## config.mk

```make
export PLATFORM = sky130hd
export DESIGN_NAME = ntt_montgomery_butterfly_flat
export DESIGN_NICKNAME = d
export VERILOG_FILES = /design/src/rtl/nttmb_pkg.sv /design/src/rtl/nttmb_if.sv /design/src/rtl/nttmb_pre.sv /design/src/rtl/nttmb_mont.sv /design/src/rtl/nttmb_post.sv /design/src/rtl/ntt_montgomery_butterfly.sv /design/src/flat_wrapper.sv
export VERILOG_INCLUDE_DIRS = /design/src /design/src/rtl
export SDC_FILE = /design/constraint.sdc
export NUM_CORES = 2
export LEC_CHECK = 0
export ABC_CLOCK_PERIOD_IN_PS = 8750
export BUFFER_PORTS_ARGS = -buffer_cell sky130_fd_sc_hd__buf_2
export CAP_MARGIN = 10
export CORE_ASPECT_RATIO = 2
export CORE_MARGIN = 10
export CORE_UTILIZATION = 50
export CTS_BUF_LIST = sky130_fd_sc_hd__clkbuf_8
export DETAILED_ROUTE_END_ITERATION = 12
export GPL_TIMING_DRIVEN = 1
export PLACE_DENSITY = 0.66
export SETUP_SLACK_MARGIN = 0.1
export SYNTH_ARGS = -nofsm -noshare
export SYNTH_HDL_FRONTEND = slang
export SYNTH_HIERARCHICAL = 1
export SYNTH_SLANG_ARGS = --single-unit
```

## constraint.sdc

```tcl
create_clock -name i_clk -period 8.75 [get_ports i_clk]
set_input_delay 0.875 -clock i_clk [delete_from_list [all_inputs] [get_ports i_clk]]
set_output_delay 0.875 -clock i_clk [all_outputs]
set_load 0.02 [all_outputs]
```

## src/rtl/ntt_montgomery_butterfly_macros.svh

```systemverilog
// Assertion macros for the Montgomery butterfly block.
`ifndef NTT_MONTGOMERY_BUTTERFLY_MACROS_SVH
`define NTT_MONTGOMERY_BUTTERFLY_MACROS_SVH

`ifndef SYNTH
`define NTTMB_ASSERT(lbl, clk, rst_n, prop) \
    lbl: assert property (@(posedge clk) disable iff (!rst_n) prop) \
        else $error("nttmb assertion failed");
`define NTTMB_ASSERT_NORST(lbl, clk, prop) \
    lbl: assert property (@(posedge clk) prop) \
        else $error("nttmb reset assertion failed");
`else
`define NTTMB_ASSERT(lbl, clk, rst_n, prop)
`define NTTMB_ASSERT_NORST(lbl, clk, prop)
`endif

`endif

```

## src/rtl/nttmb_pkg.sv

```systemverilog
// Package with widths, codes and shared types of the Montgomery butterfly.
package nttmb_pkg;

    localparam int VAL_W      = 14;
    localparam int NINV_W     = 16;
    localparam int OP_W       = 2;
    localparam int X_W        = VAL_W + 3;
    localparam int PROD_W     = 32;
    localparam int K_W        = VAL_W + NINV_W;
    localparam int R_W        = 16;
    localparam int S_W        = VAL_W + 5;
    localparam int PIPE_DEPTH = 7;
    localparam int CFG_IDX_W  = 1;

    localparam logic [VAL_W-1:0]  MODULUS_RST = 14'd12289;
    localparam logic [NINV_W-1:0] NINV_RST    = 16'd12287;

    typedef logic [VAL_W-1:0] t_val;

    typedef enum logic [OP_W-1:0] {
        OP_FWD   = 2'd0,
        OP_INV   = 2'd1,
        OP_SCALE = 2'd2,
        OP_RSVD  = 2'd3
    } t_op;

    typedef enum logic [CFG_IDX_W-1:0] {
        CFG_MODULUS     = 1'b0,
        CFG_NEG_MOD_INV = 1'b1
    } t_cfg_idx;

    typedef struct packed {
        logic [VAL_W-1:0]  modulus;
        logic [NINV_W-1:0] neg_mod_inverse;
    } t_cfg;

    typedef struct packed {
        t_op  op;
        t_val a;
        t_val s_inv;
    } t_side;

    typedef logic [PIPE_DEPTH-1:0] t_stage_en;

endpackage

```

## src/rtl/nttmb_if.sv

```systemverilog
// Channel interfaces for input items, result items and configuration writes.
interface nttmb_in_if import nttmb_pkg::*; ();
    logic             valid;
    logic             ready;
    logic [OP_W-1:0]  op;
    logic [VAL_W-1:0] first_value;
    logic [VAL_W-1:0] second_value;
    logic [VAL_W-1:0] twiddle;

    modport source (output valid, op, first_value, second_value, twiddle, input ready);
    modport sink (input valid, op, first_value, second_value, twiddle, output ready);
endinterface

interface nttmb_out_if import nttmb_pkg::*; ();
    logic             valid;
    logic             ready;
    logic [VAL_W-1:0] sum_out;
    logic [VAL_W-1:0] diff_out;

    modport source (output valid, sum_out, diff_out, input ready);
    modport sink (input valid, sum_out, diff_out, output ready);
endinterface

interface nttmb_cfg_if import nttmb_pkg::*; ();
    logic                 valid;
    logic                 ready;
    logic [CFG_IDX_W-1:0] index;
    logic [NINV_W-1:0]    data;

    modport source (output valid, index, data, input ready);
    modport sink (input valid, index, data, output ready);
endinterface

```

## src/rtl/nttmb_pre.sv

```systemverilog
// First stage: operand selection and the inverse butterfly modular add and subtract.
module nttmb_pre import nttmb_pkg::*; (
    input  logic                  i_clk,
    input  logic                  i_en,
    input  t_cfg                  i_cfg,
    input  logic [OP_W-1:0]       i_op,
    input  t_val                  i_a,
    input  t_val                  i_b,
    input  t_val                  i_tw,
    output logic signed [X_W-1:0] o_x,
    output t_val                  o_y,
    output t_side                 o_side
);

    logic signed [X_W-1:0] n_ab;
    logic signed [X_W-1:0] n_xinv;
    logic signed [X_W-1:0] n_sab;
    logic signed [X_W-1:0] n_sinv;
    logic signed [X_W-1:0] n_x;
    logic signed [X_W-1:0] q_ext;
    logic signed [X_W-1:0] r_x;
    t_val                  r_y;
    t_side                 r_side;
    t_side                 n_side;

    always_comb begin
        q_ext  = $signed({3'b0, i_cfg.modulus});
        n_ab   = $signed({3'b0, i_a}) - $signed({3'b0, i_b});
        n_xinv = n_ab[X_W-1] ? n_ab + q_ext : n_ab;
        n_sab  = $signed({3'b0, i_a}) + $signed({3'b0, i_b}) - q_ext;
        n_sinv = n_sab[X_W-1] ? n_sab + q_ext : n_sab;
        case (t_op'(i_op))
            OP_FWD:  n_x = $signed({3'b0, i_b});
            OP_INV:  n_x = n_xinv;
            default: n_x = $signed({3'b0, i_a});
        endcase
        n_side.op    = t_op'(i_op);
        n_side.a     = i_a;
        n_side.s_inv = n_sinv[VAL_W-1:0];
    end

    always_ff @(posedge i_clk) begin
        if (i_en) begin
            r_x    <= n_x;
            r_y    <= i_tw;
            r_side <= n_side;
        end
    end

    assign o_x    = r_x;
    assign o_y    = r_y;
    assign o_side = r_side;

endmodule

```

## src/rtl/nttmb_mont.sv

```systemverilog
// Five-stage Montgomery multiplier with side data carried alongside.
module nttmb_mont import nttmb_pkg::*; (
    input  logic                  i_clk,
    input  logic [4:0]            i_en,
    input  t_cfg                  i_cfg,
    input  logic signed [X_W-1:0] i_x,
    input  t_val                  i_y,
    input  t_side                 i_side,
    output logic [R_W-1:0]        o_w,
    output t_side                 o_side
);

    logic signed [PROD_W-1:0] n_p;
    logic [PROD_W-1:0]        r_p1;
    logic [PROD_W-1:0]        r_p2;
    logic [PROD_W-1:0]        r_p3;
    logic [NINV_W-1:0]        n_m;
    logic [NINV_W-1:0]        r_m;
    logic [K_W-1:0]           n_k;
    logic [K_W-1:0]           r_k;
    logic [PROD_W-1:0]        n_sum;
    logic [R_W-1:0]           r_r;
    logic [R_W-1:0]           n_w;
    logic [R_W-1:0]           r_w;
    t_side                    r_side [5];

    always_comb begin
        n_p   = 32'(i_x) * $signed({18'b0, i_y});
        n_m   = 16'(r_p1[NINV_W-1:0] * i_cfg.neg_mod_inverse);
        n_k   = K_W'(r_m) * K_W'(i_cfg.modulus);
        n_sum = r_p3 + {2'b0, r_k};
        n_w   = (r_r >= {2'b0, i_cfg.modulus}) ? r_r - {2'b0, i_cfg.modulus} : r_r;
    end

    always_ff @(posedge i_clk) begin
        if (i_en[0]) begin
            r_p1      <= n_p;
            r_side[0] <= i_side;
        end
        if (i_en[1]) begin
            r_m       <= n_m;
            r_p2      <= r_p1;
            r_side[1] <= r_side[0];
        end
        if (i_en[2]) begin
            r_k       <= n_k;
            r_p3      <= r_p2;
            r_side[2] <= r_side[1];
        end
        if (i_en[3]) begin
            r_r       <= n_sum[PROD_W-1:PROD_W-R_W];
            r_side[3] <= r_side[2];
        end
        if (i_en[4]) begin
            r_w       <= n_w;
            r_side[4] <= r_side[3];
        end
    end

    assign o_w    = r_w;
    assign o_side = r_side[4];

endmodule

```

## src/rtl/nttmb_post.sv

```systemverilog
// Last stage: forward butterfly add and subtract and result selection.
module nttmb_post import nttmb_pkg::*; (
    input  logic           i_clk,
    input  logic           i_en,
    input  t_cfg           i_cfg,
    input  logic [R_W-1:0] i_w,
    input  t_side          i_side,
    output t_val           o_sum,
    output t_val           o_diff
);

    logic signed [S_W-1:0] q_ext;
    logic signed [S_W-1:0] n_fs;
    logic signed [S_W-1:0] n_fsum;
    logic signed [S_W-1:0] n_fd;
    logic signed [S_W-1:0] n_fdiff;
    t_val                  n_sum;
    t_val                  n_diff;
    t_val                  r_sum;
    t_val                  r_diff;

    always_comb begin
        q_ext   = $signed({5'b0, i_cfg.modulus});
        n_fs    = $signed({5'b0, i_side.a}) + $signed({3'b0, i_w}) - q_ext;
        n_fsum  = n_fs[S_W-1] ? n_fs + q_ext : n_fs;
        n_fd    = $signed({5'b0, i_side.a}) - $signed({3'b0, i_w});
        n_fdiff = n_fd[S_W-1] ? n_fd + q_ext : n_fd;
        case (i_side.op)
            OP_FWD: begin
                n_sum  = n_fsum[VAL_W-1:0];
                n_diff = n_fdiff[VAL_W-1:0];
            end
            OP_INV: begin
                n_sum  = i_side.s_inv;
                n_diff = i_w[VAL_W-1:0];
            end
            OP_SCALE: begin
                n_sum  = i_w[VAL_W-1:0];
                n_diff = '0;
            end
            default: begin
                n_sum  = '0;
                n_diff = '0;
            end
        endcase
    end

    always_ff @(posedge i_clk) begin
        if (i_en) begin
            r_sum  <= n_sum;
            r_diff <= n_diff;
        end
    end

    assign o_sum  = r_sum;
    assign o_diff = r_diff;

endmodule

```

## src/rtl/ntt_montgomery_butterfly.sv

```systemverilog
// Montgomery butterfly for the number theoretic transform. Each input
// transaction produces exactly one result transaction, and a new transaction
// is taken every cycle unless an output stall has backed up into the first
// stage: the work runs through a seven-stage pipeline (operand preparation,
// three multiplier stages, the Montgomery sum, the final reduction and the
// butterfly output stage). Each stage holds its own valid bit and moves on
// whenever the stage after it is free, so a stall at the output only backs up
// the full stages and empty stages keep filling. Modulus and the negative
// modular inverse are written through the configuration channel, which is
// always ready; write them only while no transaction is in flight.
`include "ntt_montgomery_butterfly_macros.svh"

module ntt_montgomery_butterfly import nttmb_pkg::*; (
    input  logic         i_clk,
    input  logic         i_rst_n,
    nttmb_in_if.sink     i_in,
    nttmb_out_if.source  o_out,
    nttmb_cfg_if.sink    i_cfg
);

    t_cfg                  r_cfg;
    t_stage_en             r_vld;
    t_stage_en             adv;
    logic signed [X_W-1:0] pre_x;
    t_val                  pre_y;
    t_side                 pre_side;
    logic [R_W-1:0]        mont_w;
    t_side                 mont_side;

    always_comb begin
        adv[PIPE_DEPTH-1] = !r_vld[PIPE_DEPTH-1] || o_out.ready;
        for (int i = PIPE_DEPTH - 2; i >= 0; i--) begin
            adv[i] = !r_vld[i] || adv[i+1];
        end
    end

    always_ff @(posedge i_clk) begin
        if (!i_rst_n) begin
            r_vld <= '0;
        end else begin
            if (adv[0]) begin
                r_vld[0] <= i_in.valid;
            end
            for (int i = 1; i < PIPE_DEPTH; i++) begin
                if (adv[i]) begin
                    r_vld[i] <= r_vld[i-1];
                end
            end
        end
    end

    always_ff @(posedge i_clk) begin
        if (!i_rst_n) begin
            r_cfg.modulus         <= MODULUS_RST;
            r_cfg.neg_mod_inverse <= NINV_RST;
        end else if (i_cfg.valid) begin
            case (t_cfg_idx'(i_cfg.index))
                CFG_MODULUS:     r_cfg.modulus <= i_cfg.data[VAL_W-1:0];
                CFG_NEG_MOD_INV: r_cfg.neg_mod_inverse <= i_cfg.data;
                default: ;
            endcase
        end
    end

    assign i_cfg.ready = 1'b1;
    assign i_in.ready  = adv[0];
    assign o_out.valid = r_vld[PIPE_DEPTH-1];

    nttmb_pre u_pre (
        .i_clk  (i_clk),
        .i_en   (adv[0]),
        .i_cfg  (r_cfg),
        .i_op   (i_in.op),
        .i_a    (i_in.first_value),
        .i_b    (i_in.second_value),
        .i_tw   (i_in.twiddle),
        .o_x    (pre_x),
        .o_y    (pre_y),
        .o_side (pre_side)
    );

    nttmb_mont u_mont (
        .i_clk  (i_clk),
        .i_en   (adv[5:1]),
        .i_cfg  (r_cfg),
        .i_x    (pre_x),
        .i_y    (pre_y),
        .i_side (pre_side),
        .o_w    (mont_w),
        .o_side (mont_side)
    );

    nttmb_post u_post (
        .i_clk  (i_clk),
        .i_en   (adv[6]),
        .i_cfg  (r_cfg),
        .i_w    (mont_w),
        .i_side (mont_side),
        .o_sum  (o_out.sum_out),
        .o_diff (o_out.diff_out)
    );

    `NTTMB_ASSERT(a_accept_fills_first, i_clk, i_rst_n, (i_in.valid && i_in.ready) |=> r_vld[0])
    `NTTMB_ASSERT(a_stall_holds_item, i_clk, i_rst_n, (r_vld[5] && !adv[6]) |=> r_vld[5])
    `NTTMB_ASSERT(a_item_reaches_out, i_clk, i_rst_n, (r_vld[5] && adv[6]) |=> r_vld[6])
    `NTTMB_ASSERT_NORST(a_reset_empties, i_clk, !i_rst_n |=> (r_vld == '0))

endmodule
```

## src/flat_wrapper.sv

```systemverilog
// flat-port wrapper written by rule: the top's interface ports become plain ports
module ntt_montgomery_butterfly_flat import nttmb_pkg::*;
  (i_clk, i_rst_n, i_in_valid, i_in_op, i_in_first_value, i_in_second_value, i_in_twiddle, i_in_ready, o_out_valid, o_out_sum_out, o_out_diff_out, o_out_ready, i_cfg_valid, i_cfg_index, i_cfg_data, i_cfg_ready);
  nttmb_in_if i_in_i ();
  nttmb_out_if o_out_i ();
  nttmb_cfg_if i_cfg_i ();
  input  logic i_clk;
  input  logic i_rst_n;
  input wire logic [$bits(i_in_i.valid)-1:0] i_in_valid;
  input wire logic [$bits(i_in_i.op)-1:0] i_in_op;
  input wire logic [$bits(i_in_i.first_value)-1:0] i_in_first_value;
  input wire logic [$bits(i_in_i.second_value)-1:0] i_in_second_value;
  input wire logic [$bits(i_in_i.twiddle)-1:0] i_in_twiddle;
  output wire logic [$bits(i_in_i.ready)-1:0] i_in_ready;
  output wire logic [$bits(o_out_i.valid)-1:0] o_out_valid;
  output wire logic [$bits(o_out_i.sum_out)-1:0] o_out_sum_out;
  output wire logic [$bits(o_out_i.diff_out)-1:0] o_out_diff_out;
  input wire logic [$bits(o_out_i.ready)-1:0] o_out_ready;
  input wire logic [$bits(i_cfg_i.valid)-1:0] i_cfg_valid;
  input wire logic [$bits(i_cfg_i.index)-1:0] i_cfg_index;
  input wire logic [$bits(i_cfg_i.data)-1:0] i_cfg_data;
  output wire logic [$bits(i_cfg_i.ready)-1:0] i_cfg_ready;
  assign i_in_i.valid = i_in_valid;
  assign i_in_i.op = i_in_op;
  assign i_in_i.first_value = i_in_first_value;
  assign i_in_i.second_value = i_in_second_value;
  assign i_in_i.twiddle = i_in_twiddle;
  assign i_in_ready = i_in_i.ready;
  assign o_out_valid = o_out_i.valid;
  assign o_out_sum_out = o_out_i.sum_out;
  assign o_out_diff_out = o_out_i.diff_out;
  assign o_out_i.ready = o_out_ready;
  assign i_cfg_i.valid = i_cfg_valid;
  assign i_cfg_i.index = i_cfg_index;
  assign i_cfg_i.data = i_cfg_data;
  assign i_cfg_ready = i_cfg_i.ready;
  ntt_montgomery_butterfly u_core (.i_clk(i_clk), .i_rst_n(i_rst_n), .i_in(i_in_i), .o_out(o_out_i), .i_cfg(i_cfg_i));
endmodule
```

* After elaboration in Yosys (flattened, before gate mapping)
Memories as Yosys holds them, arrays and structs flattened. Index checks and enable logic that the tools add are counted.
Cells by class: div/mod/pow operators 0, $mul 3, order comparisons 1, add/subtract/negate cells 12, shift operators 0, equal/unequal tests 3, bitwise logic cells 1, reduce and logical (&&, ||, !) cells 18, mux-type cells 18
Operators with widths (count):
- $add 14x14->14 | 3
- $mux 14 | 3
- $pmux 14 s3 | 1
- $pmux 17 s2 | 1
- $add 32x30->32 | 1
- $mul 17x15->32 | 1
- $mul 16x14->30 | 1
- $pmux 14 s2 | 1
- $sub 17x14->18 | 1
- $add 14x16->17 | 1
- $add 17x15->17 | 1
- $mux 17 | 1
- $sub 14x16->17 | 1
- $ge 16x14->1 | 1
- $mul 16x16->16 | 1
- $mux 16 | 1
- $sub 15x14->16 | 1
- $sub 16x14->16 | 1
- $add 14x14->15 | 1
- $sub 14x14->15 | 1
- $mux 1 | 10
- $logic_not 1->1 | 7
- $logic_or 1x1->1 | 7
- $eq 2x1->1 const B | 2
- 4 further kinds | 6
Word-level totals: bits in registers 300, output and inout port bits 31, RAM bits 150, bits of input ports 66, word-level logic and storage cells 80, memories kept 1, bits in latches 0, ROM bits 0
Memory list:
- u_core.u_mont.r_side | words 5, width 30, read ports 5, clocked after memory_dff 0, wr ports 5, RTL line nttmb_mont.sv:25 | t_side r_side [5];

* Depth between registers and ports, before layout
word-level depth 9, depth in mapped cells 23, mapped depth without buffers 22

* Cells and area by module
Netlist, hierarchy kept.
Modules (own cells, without submodules):
- nttmb_mont | sequential area each 9729.3 µm², area each 32120.8 µm², instances 1, cells each 2949
- nttmb_pre | sequential area each 1801.7 µm², area each 5346.4 µm², instances 1, cells each 546
- nttmb_post | sequential area each 840.8 µm², area each 4609.4 µm², instances 1, cells each 544
- ntt_montgomery_butterfly | sequential area each 740.7 µm², area each 1371.3 µm², instances 1, cells each 165

* Least setup slack after synthesis
Ideal clock, no wire load.
kind reg-to-reg, from reg u_core/r_cfg[22] (netlist name), to reg u_core.u_mont.r_k[29], data pin, library setup time 0.274 ns, data required time 8.476 ns, path slack 2.438 ns, clock period less this slack 6.312 ns, cell stages (with the launch flop) 21, buffers on the path 2, arrival 6.038 ns, path through dfxtp_1 clkbuf_1 clkbuf_1 nand2_1 fa_1 fa_1 fa_1 inv_1 fa_1 fa_1 inv_1 fa_1 inv_1 ha_1 a21o_1 a221oi_1 nor2_1 a2111oi_4 a211oi_1 nor2_1 a211oi_2
Between the ends: word-level cells in the longest chain between the ends 1
RTL lines:
- start: declaration | RTL line ntt_montgomery_butterfly.sv:21 | t_cfg r_cfg;
- $mul 16x14->30 | RTL line nttmb_mont.sv:30 | n_k = K_W'(r_m) * K_W'(i_cfg.modulus);
- named net u_core.u_mont.n_k[29] | RTL line nttmb_mont.sv:19 | logic [K_W-1:0] n_k;
- end signal: assignment | RTL line nttmb_mont.sv:46 | r_k <= n_k;
- end: declaration | RTL line nttmb_mont.sv:20 | logic [K_W-1:0] r_k;
The timed path passes the listed nets, and every way through them passes these cells. A chain may end at the register's enable or synchronous reset.

* Worst setup path after layout
from reg u_core/r_cfg[21] (netlist name), to reg u_core.u_mont.r_k[25], data pin
The elaborated chain is that of the path after synthesis.

==> impl_metrics.toml <==
[job]
maxCapViolations = 0

[run_status]
status = "complete, but fails checks"
failed_checks = "design-rule violations"

[floorplanning]
start_util_pct = 50.5
chipHeight_um = 437
die_x_um = 228
io_pins = 97
coreArea_um2 = 86000
dieArea_um2 = 99800
core.rowCount = 152

[timing]
fin_ws_ns = 1.88
hold_violations = 0
rsz0062_at_grt = "no"
fin_crit_sh_pct = 78.5
slew-limit-headroom_pct = 11.4
fin_skew_ns = 0.0584
period_minus_slack_ns = 6.87
fmax_ghz = 0.146
slew_viol_final = 0
tightestPinTransition_ns = 1.32
fin_tns_setup_ns = 0
setup_viol = 0

[synthesis]
ys_types = 98
synth_area_per_cell_um2 = 10.3
yosys_warnings = 6
synth-edff-count = 412
synthCells = 4204
yosysSeqAreaShare_pct = 30.2
synth_top_area_cell = "edfxtp_1"
synthTopCellsByArea = "edfxtp_1 (28%), fa_1 (23%), ha_1 (11%)"
ys_seq_elements = 449
synthesis.nets = 5159
synth-async-reset-ratio_pct = 0
synth_area_um2 = 43400
synth_top_flop_cell = "edfxtp_1"
yosys.area.top_type_share_pct = 28.5

[placed_design]
io_buffers = 95
place_congestion = 0.965
dp_hpwl_um = 88500
dp_slack_ns = 1.94

[cts]
clockBufferDepth = 3
cts_root_buf = "clkbuf_8"
ctsHoldBuffers = 0
cts.sinks = 449
insertion_delay_ns = 0.74
post-cts-setup-buffers = 0
cts_inserted_buffers = 69
path_clk_slew_ns = 0.08
cts_resized = 0
cts_tree = "done"
htreeDepth = 3

[layout]
area_delta_synth_final_pct = 6.89
final_nets = 5204
drive_above_1_share_pct = 6.86

[grt]
grt_pass1_vias = 32620
grt_max_degree = 80
grt_antenna_before_repair = 8
grt_pass1_wl_um = 171000
track_usage_pct = 22.0
grt_overflow = 0

[drt]
via_per_inst = 5.47
remaining_drc_errors = 1
routed_wl_um = 108000
firstDrtPassIters = 9
post_drt_wl_per_cell_um = 19.9
vias = 29843
drtAntennaViolNets = 0
initialDrtViolationCount = 1452

[worst_hold_path]
worstHoldPathType = "primary input to register"

[setup_path]
crit_type = "register to register"
worst_ep_arrival_time_ns = 7.32
startpoint_type = "register"
cp.required_ns = 9.20
end_kind = "register"
critPathMaxFanout = 18
Yosys cell counts (all sizes together) (15+ instances only):
cell / n
a211oi: 34
a21boi: 27
a21o: 61
a21oi: 147
a22oi: 22
and2: 295
buf: 42
clkbuf: 111
dfxtp: 37
edfxtp: 412
fa: 510
ha: 379
inv: 732
mux2i: 30
nand2: 469
nand2b: 22
nand3: 64
nand4: 15
nor2: 120
nor2b: 33
nor3: 48
o211ai: 19
o21a: 46
o21ai: 119
or3: 18
xnor2: 140
xor2: 48
state kept, by name (all words and copies together) (netlist names), 16 cells and up:
name                  cells
u_core/u_mont/r_side    150
u_core/r_cfg             30
u_core/u_mont/r_p3       32
u_core/u_mont/o_w        16
u_core/u_mont/r_p1       32
u_core/u_mont/r_r        16
u_core/u_pre/o_side      30
u_core/u_mont/r_p2       32
u_core/u_pre/o_x         16
u_core/u_mont/r_k        30
u_core/u_mont/r_m        16
area by class of cell:
cell class / count / area (µm²)
tap: 1155 / 1450
multi-input combinational: 2870 / 26900
fill: 7815 / 39500
inverter: 732 / 2750
timing repair buffer: 127 / 716
clock inverter: 54 / 577
antenna: 4 / 10.0
clock buffer: 69 / 950
sequential: 449 / 13100
worst paths after layout:
check | startpoint | end | slack (ns) | cells after the start
worst max-delay path | u_core/r_cfg[21]$_SDFFE_PN0P_ | u_core/u_mont/r_k[25]$_DFFE_PP_ | 1.88 | 18
worst min-delay path | i_in_twiddle[5] | u_core/u_pre/o_y[5]$_DFFE_PP_ | 0.31 | 1
worst max register to register | u_core/r_cfg[21]$_SDFFE_PN0P_ | u_core/u_mont/r_k[25]$_DFFE_PP_ | 1.88 | 18
worst min register to register | u_core/u_mont/r_side[0][75]$_DFFE_PP_ | u_core/u_mont/r_side[0][105]$_DFFE_PP_ | 0.39 | 0
placed cells by master (no fill, tap or decap), types with 32 or more instances in the layout:
master and n:
inv_1 741, fa_1 510, nand2_1 467, edfxtp_1 412
ha_1 379, and2_1 295, a21oi_1 145, xnor2_1 140
nor2_1 120, o21ai_0 104, buf_2 95, clkbuf_8 69
nand3_1 63, a21o_1 59, xor2_1 48, nor3_1 48
o21a_1 46, dfxtp_1 37, nor2b_1 32, buf_4 32
per-stage QoR:
| stage | std cells | hold WS (ns) | utilization (%) | instance area [µm²] |
|---|---|---|---|---|
| finish | 5460 | 0.312 | 54.0 | 46400 |
| global route | 5457 | 0.286 | 54.0 | 46400 |
| CTS | 5455 | 0.227 | 54.0 | 46400 |
| detailed placement | 5332 | 0.405 | 52.2 | 44900 |
| global placement | 5332 | 0.400 | 52.2 | 44900 |
| floorplan | 4204 | 0.400 | - | 43400 |
worst max-delay path, stage by stage, from the launching register on:
cell and delay, ns:
dfxtp_1 0.81, nand2_1 0.17, fa_1 0.60, fa_1 0.46
fa_1 0.57, inv_1 0.06, fa_1 0.56, fa_1 0.57
inv_1 0.06, fa_1 0.53, inv_1 0.04, ha_1 0.37
a21o_1 0.18, a221oi_1 0.37, nor2_1 0.13, a2111oi_4 0.56
a21oi_1 0.21, o211ai_1 0.21, o311ai_1 0.11
cell families after synthesis:
group	share of synthesized area [%]
XOR/XNOR	3.79
AND/OR/NAND/NOR	12.9
flip-flops	30.2
multiplexers	1.11
adder cells (fa/ha/maj)	34.4
buffers and inverters	8.01
other	0.00863
AO/OA/AOI/OAI	9.59
metal layers:
metal | GRT usage, % | vias to the layer above | share of wire [%]
met4 | 16.5 | 12 | 8.0
met2 | 41.7 | 789 | 54
met5 | 0 | - | 0.075
li1 | - | 13876 | -
met1 | 21.0 | 14782 | 34
met3 | 3.26 | 384 | 4.1
Power is not shown: default switching activity piles up to over one toggle a cycle in this logic, so the estimate is an artifact.
